===== config.mk =====
export PLATFORM = sky130hd
export DESIGN_NAME = tlpt_slot_pool
export DESIGN_NICKNAME = d
export VERILOG_FILES = /design/src/rtl/tlpt_pkg.sv /design/src/rtl/tlpt_slot_pool.sv
export SDC_FILE = /design/constraint.sdc
export NUM_CORES = 1
export LEC_CHECK = 0
export ABC_AREA = 1
export BUFFER_PORTS_ARGS = -buffer_cell sky130_fd_sc_hd__buf_2
export CAP_MARGIN = 10
export CORE_MARGIN = 1.5
export CORE_UTILIZATION = 59
export CTS_BUF_LIST = sky130_fd_sc_hd__clkbuf_8
export DETAILED_ROUTE_END_ITERATION = 10
export PLACE_DENSITY_LB_ADDON = 0.12
export REMOVE_ABC_BUFFERS = 1
export SYNTH_ARGS = -nofsm -noshare
export SYNTH_HDL_FRONTEND = slang
export SYNTH_SLANG_ARGS = --single-unit
export TNS_END_PERCENT = 20

===== constraint.sdc =====
create_clock -name clk -period 2.1 [get_ports clk]
set_input_delay 0.42 -clock clk [delete_from_list [all_inputs] [get_ports clk]]
set_output_delay 0.42 -clock clk [all_outputs]
set_load 0.01 [all_outputs]

===== src/rtl/tlpt_pkg.sv =====
// ----------------------------------------------------------------------------
// tlpt_pkg
// Shared types and constants of the two-level page table mapper.
// ----------------------------------------------------------------------------
package tlpt_pkg;

	localparam int DIR_ENTRIES   = 1024;
	localparam int TABLE_SLOTS   = 16;
	localparam int TABLE_ENTRIES = 1024;

	localparam int DIR_SHIFT = 22;
	localparam int TBL_SHIFT = 12;
	localparam int FLAG_W    = 12;
	localparam int ADDR_W    = 32;

	// directory and table indexes share one sweep counter; both depths are fixed
	localparam int IDX_W  = $clog2(DIR_ENTRIES);
	localparam int SLOT_W = (TABLE_SLOTS > 1) ? $clog2(TABLE_SLOTS) : 1;
	localparam int TBL_AW = SLOT_W + IDX_W;

	localparam logic [IDX_W-1:0] DIR_LAST = IDX_W'(DIR_ENTRIES - 1);
	localparam logic [IDX_W-1:0] TBL_LAST = IDX_W'(TABLE_ENTRIES - 1);

	typedef enum logic [1:0] {
		OP_MAP   = 2'd0,
		OP_XLATE = 2'd1,
		OP_UNMAP = 2'd2,
		OP_CLEAR = 2'd3
	} op_t;

	typedef struct packed {
		op_t               op;
		logic [ADDR_W-1:0] virt_addr;
		logic [ADDR_W-1:0] phys_addr;
		logic [FLAG_W-1:0] flags;
	} req_t;

	typedef struct packed {
		logic              ok;
		logic [ADDR_W-1:0] entry;
	} rsp_t;

	typedef struct packed {
		logic              present;
		logic [SLOT_W-1:0] slot;
		logic [FLAG_W-1:0] flags;
	} dir_ent_t;

	typedef struct packed {
		logic              alloc;
		logic              rel;
		logic [SLOT_W-1:0] rel_slot;
		logic              wipe;
	} pool_cmd_t;

	typedef struct packed {
		logic              any_free;
		logic [SLOT_W-1:0] lowest;
	} pool_sts_t;

	typedef enum logic [2:0] {
		ST_INIT,
		ST_IDLE,
		ST_DIR,
		ST_TBL,
		ST_FILL,
		ST_WIPE
	} state_t;

endpackage


===== src/rtl/tlpt_slot_pool.sv =====
// ----------------------------------------------------------------------------
// tlpt_slot_pool
// Free map of the page table slots with a lowest-free-slot search.
// ----------------------------------------------------------------------------
module tlpt_slot_pool
	import tlpt_pkg::*;
(
	input  logic      clk,
	input  logic      arst_n,
	input  pool_cmd_t cmd,
	output pool_sts_t sts
);

	logic [TABLE_SLOTS-1:0] free_q;
	logic [SLOT_W-1:0]      lowest;

	// scan downwards so the lowest free slot wins
	always_comb begin
		lowest = '0;
		for (int i = TABLE_SLOTS - 1; i >= 0; i--) begin
			if (free_q[i]) begin
				lowest = SLOT_W'(i);
			end
		end
	end

	always_ff @(posedge clk or negedge arst_n) begin
		if (!arst_n) begin
			free_q <= '1;
		end else if (cmd.wipe) begin
			free_q <= '1;
		end else begin
			if (cmd.alloc) begin
				free_q[lowest] <= 1'b0;
			end
			if (cmd.rel) begin
				free_q[cmd.rel_slot] <= 1'b1;
			end
		end
	end

	assign sts.any_free = |free_q;
	assign sts.lowest   = lowest;

endmodule


Yosys cells after proc, flatten, opt, wreduce, memory -nomap -nowiden
Cells that the tools add are included.
{"block": "classes", "n_addsub": 0, "n_mul": 0, "n_div": 0, "n_lt_le_gt_ge": 4, "n_eq_ne": 0, "shifts": 0, "mux": 24, "n_bitwise": 3, "n_reduce_logical": 3}
{"cell": "16-bit 2-to-1 mux", "count": 4}
{"cell": "4-bit 2-to-1 mux", "count": 16}
{"cell": "16-bit AND", "count": 1}
{"cell": "16-bit NOT", "count": 1}
{"cell": "16-bit bitwise OR", "count": 1}
{"cell": "16-bit OR reduction", "count": 1}
{"cell": "4-bit by 5-bit less-than comparator with 1-bit output, second input constant", "count": 2}
{"cell": "1-bit demux with 4-bit select", "count": 2}
{"cell": "4-bit by 1-bit greater-or-equal comparator with 1-bit output, second input constant", "count": 2}
{"cell": "1-bit logical AND", "count": 2}
{"cell": "1-bit 2-to-1 mux", "count": 2}
{"block": "word_totals", "register_bits": 16, "latchBits": 0, "ram_bits": 0, "rom_bits": 0, "elab_cells": 35, "mem_count": 0}

Logic depth before layout (Yosys ltp)
{"block": "depth", "depth_word": 27, "ltp_mapped": 19, "mapped_depth_nobuf": 19}

Least setup slack after synthesis
Ideal clock, no wire load.
{"block": "synth_timing", "kind": "register to output", "start": "register free_q[13]", "end": "output port sts[0] in the netlist's numbering", "arrival_ns": 1.366, "path_slack_ns": 0.314, "stages_incl_launch_ff": 17, "path_buffers": 0, "cell_sequence": "dfstp_2 -> inv_1 -> nand2_1 -> nand2_1 -> nand2_1 -> nand2_1 -> nand2_1 -> nand2_1 -> nand2_1 -> nand2_1 -> nand2_1 -> nand2_1 -> nand2_1 -> nand2_2 -> nand2_2 -> nand2_2 -> inv_1"}
{"item": "start, declared", "line_no": "tlpt_slot_pool.sv:14", "rtl": "logic [TABLE_SLOTS-1:0] free_q;"}
{"item": "start signal, assigned", "line_no": "tlpt_slot_pool.sv:29", "rtl": "free_q <= '1;"}
{"item": "start signal, assigned", "line_no": "tlpt_slot_pool.sv:31", "rtl": "free_q <= '1;"}
{"item": "start signal, assigned by index", "line_no": "tlpt_slot_pool.sv:34", "rtl": "free_q[lowest] <= 1'b0;"}
{"item": "end, declared", "line_no": "tlpt_slot_pool.sv:11", "rtl": "output pool_sts_t sts"}

==> results.md <==
* Count of mapped cells out of synthesis at 161
* P per Cell Area at 463 nW/um^2
* Placed Cells at 197
* Most common cell in the netlist: nand2_1
* Status: finished with violations
* CP required at 1.68 ns
* Synthesized area at 1140 um^2
* Number of remaining DRC errors at 0
* Worst hold path type: in -> async
* Worst path arrival time at 1.77 ns
* Final net count at 194
* Max reg flops at 16
* Fraction of layout instances using a drive strength above 1 at 36.1%
* Initial antenna violation count at 0
* DR vias/cell at 5.35
* Fin worst setup slack at -0.0943 ns
* Place WS at 0.0640 ns
* Cts hold-fix bufs at 0
* Core area at 1760 um^2
* Placed inst area at 1230 um^2
* Post-synthesis async set-or-reset flop share at 100%
* Die X-Extent at 47.0 um
* Site Rows at 15
* Peak supply drop at 0.502 mV
* Diodes inserted at 0
* DP HPWL at 2040 um
* Syn avg cell area at 7.09 um^2
* Distinct cells, synth at 28
* Final slew viol count at 0
* Initial DRC count at 37
* Worst slew pin tran at 0.432 ns
* Gr usage total at 27.9%
* Fin crit share at 104%
* Pin count of the biggest net entering global routing at 17
* MaxCap Viol Count at 0
* Synth warn at 0
* Critical Path End Type: output pin
* Clock slew at reported path FFs at 0.06 ns
* Slew margin rel. at 71.0%
* Initial Util at 64.7%
* CP max-delay cell: dfstp_2
* Critical path buffers and inverters at 3
* Yosys top cell area share at 36.8%
* Most frequent cell on the critical path: nand2_1
* Post-route ant nets at 0
* FMAX at 456 MHz
* Cell accounting for the most synthesized area: dfstp_2
* Global-route wire length before repair at 4280 um
* Unrepaired setup endpoints after global routing: true
* Cts bufs inserted at 3
* Setup-failing EPs final at 2
* CTS Sinks at 16
* Top reg by flops: free_q
* Area delta synth->final at 17.8%
* DR pass1 iterations at 4
* Startpoint types: register
* Vias in the first global route at 1,040
* Prevailing post-synth register cell: dfstp_2
* Failing checks: setup timing
* CTS tree: yes
* Post-synth EDFFs at 0
* CP max stage delay at 0.54 ns
* Critical setup path kind: reg -> out
* Final Critical Period at 2.19 ns
* Top flop regs: free_q: 16 flops
* Root buffer selected by CTS: clkbuf_8
* Commonest cells post-synth: nand2_1 (46), inv_1 (27), nand3_1 (23)
* Worst path cell trace: inv_2 > nand2_2 > nand2_2 > nand2_1 > nand2_1 > nand2_1 > nand2_1 > nand2_1 > nand2_1 > nand2_1 > nand2_1 > nand2_1 > nand2_1 > nand2_2 > nand2_4 > nand2_2 > inv_1 > buf_2
* Clk buf depth at 2
* Total die area at 2210 um^2
* Input/output buffers at 13
* Reg2Reg Launch Point: free_q[15]$_DFF_PN1_
* Grt ovf at 0
* Post-synthesis sequential area ratio at 36.8%
* Largest cells by area after synthesis: dfstp_2 (37%), nand2_1 (15%), nand3_1 (10%)
* Pleak at 0.727 nW
* Worst Setup SP: free_q[14]$_DFF_PN1_
* WL/cell at 12.7 um
* Clk_skew at 0.00142 ns
* Final WL at 2650 um
* Final hold viol count at 0
* Design Area, Final at 1340 um^2
* Clock Latency Late Sink at 0.25 ns
* Finished Layout Cells at 208
* Crit path max fanout at 3
* Htree depth at 1
* Number of synthesized register bits at 16
* GPL Wtd Cong at 0.901
* Boundary Pins at 14
* Via total after detailed routing at 1,113
* Crit path max-delay family: simple AND/OR/NAND/NOR gates
* Die Y at 47.0 um
-- per-layer routing --
layer / wire length (um) / GRT usage (%)
met4: 55 / 7.22
met1: 1170 / 35.5
met5: 0 / 0
met3: 93 / 2.31
met2: 1330 / 50.7
-- worst paths after layout --
kind	endpoint	cells past startpoint	slack [ns]
setup reg to reg	free_q[11]$_DFF_PN1_	20	0.16
hold reg to reg	free_q[7]$_DFF_PN1_	2	0.47
hold / removal	free_q[2]$_DFF_PN1_	1	0.34
max in group asynchronous	free_q[11]$_DFF_PN1_	1	1.73
setup / recovery	sts[0]	18	-0.09
min in group clk	free_q[0]$_DFF_PN1_	2	0.41
-- timing repair --
item	4_1_cts	5_1_grt
endpoints found under the setup margin	2	2
pin swaps	2	5
setup buffers	5	3
resized for setup	1	6
-- power breakdown --
part	internal, W	leakage (nW)	switching [W]	total (W)
Sequential	0.000315	0.168	0.00000251	0.000318
Clock	0.000127	0.0216	0.0000939	0.000221
Combinational	0.0000285	0.537	0.0000546	0.0000831
Total	0.000471	0.727	0.000151	0.000622
-- cell families after synthesis --
| kind of cell | after synthesis | synth area share, % |
|---|---|---|
| AND/OR/NAND/NOR | 97 | 43.8 |
| buffers and inverters | 34 | 11.6 |
| flip-flops | 16 | 36.8 |
| AO/OA/AOI/OAI | 14 | 7.78 |
-- placed cells by master, fill, tap and decap left out --
master    synthesis  final
a31oi_1           4      4
a21oi_1           6      6
nor4_4            1      1
inv_4             2      1
clkbuf_8          0      3
nand2_4           1      2
nand3_1          23     23
o211ai_1          1      1
nand2_2           6      7
a21oi_4           1      1
or2_1             1      1
clkinv_1          1      1
dfstp_2          16     16
buf_4             0      8
nand3_2           1      1
buf_2             0     13
o21ai_1           1      1
nor2_1            5      5
nor4_1            1      1
inv_6             0      1
nand2_1          46     44
nor2_2            3      3
inv_2             2      5
nor3_2            1      1
nor2_4            2      2
nor3_1            1      1
nand4_1           3      3
o21ai_0           1      1
nand3_4           1      1
inv_1            27     24
nand3b_1          1      1
-- layout make-up --
type / instances / area, um^2
multi-input cells: 111 / 598
flip-flops and latches: 16 / 420
fillers: 152 / 420
inverters: 32 / 128
repair buffers: 21 / 125
clock buffers: 3 / 41.3
well taps: 25 / 31.3
-- stage by stage --
stage                     util (%)  total power, W  setup TNS, ns  hold WS [ns]
after floorplan                  -        0.000362              0         0.272
after global placement        69.7        0.000390              0         0.459
after detailed placement      69.7        0.000393              0         0.459
after CTS                     74.5        0.000620         -0.183         0.352
after global routing          76.2        0.000647         -0.435         0.369
final                         76.2        0.000622         -0.150         0.337
(Power assumes the default switching activity.)
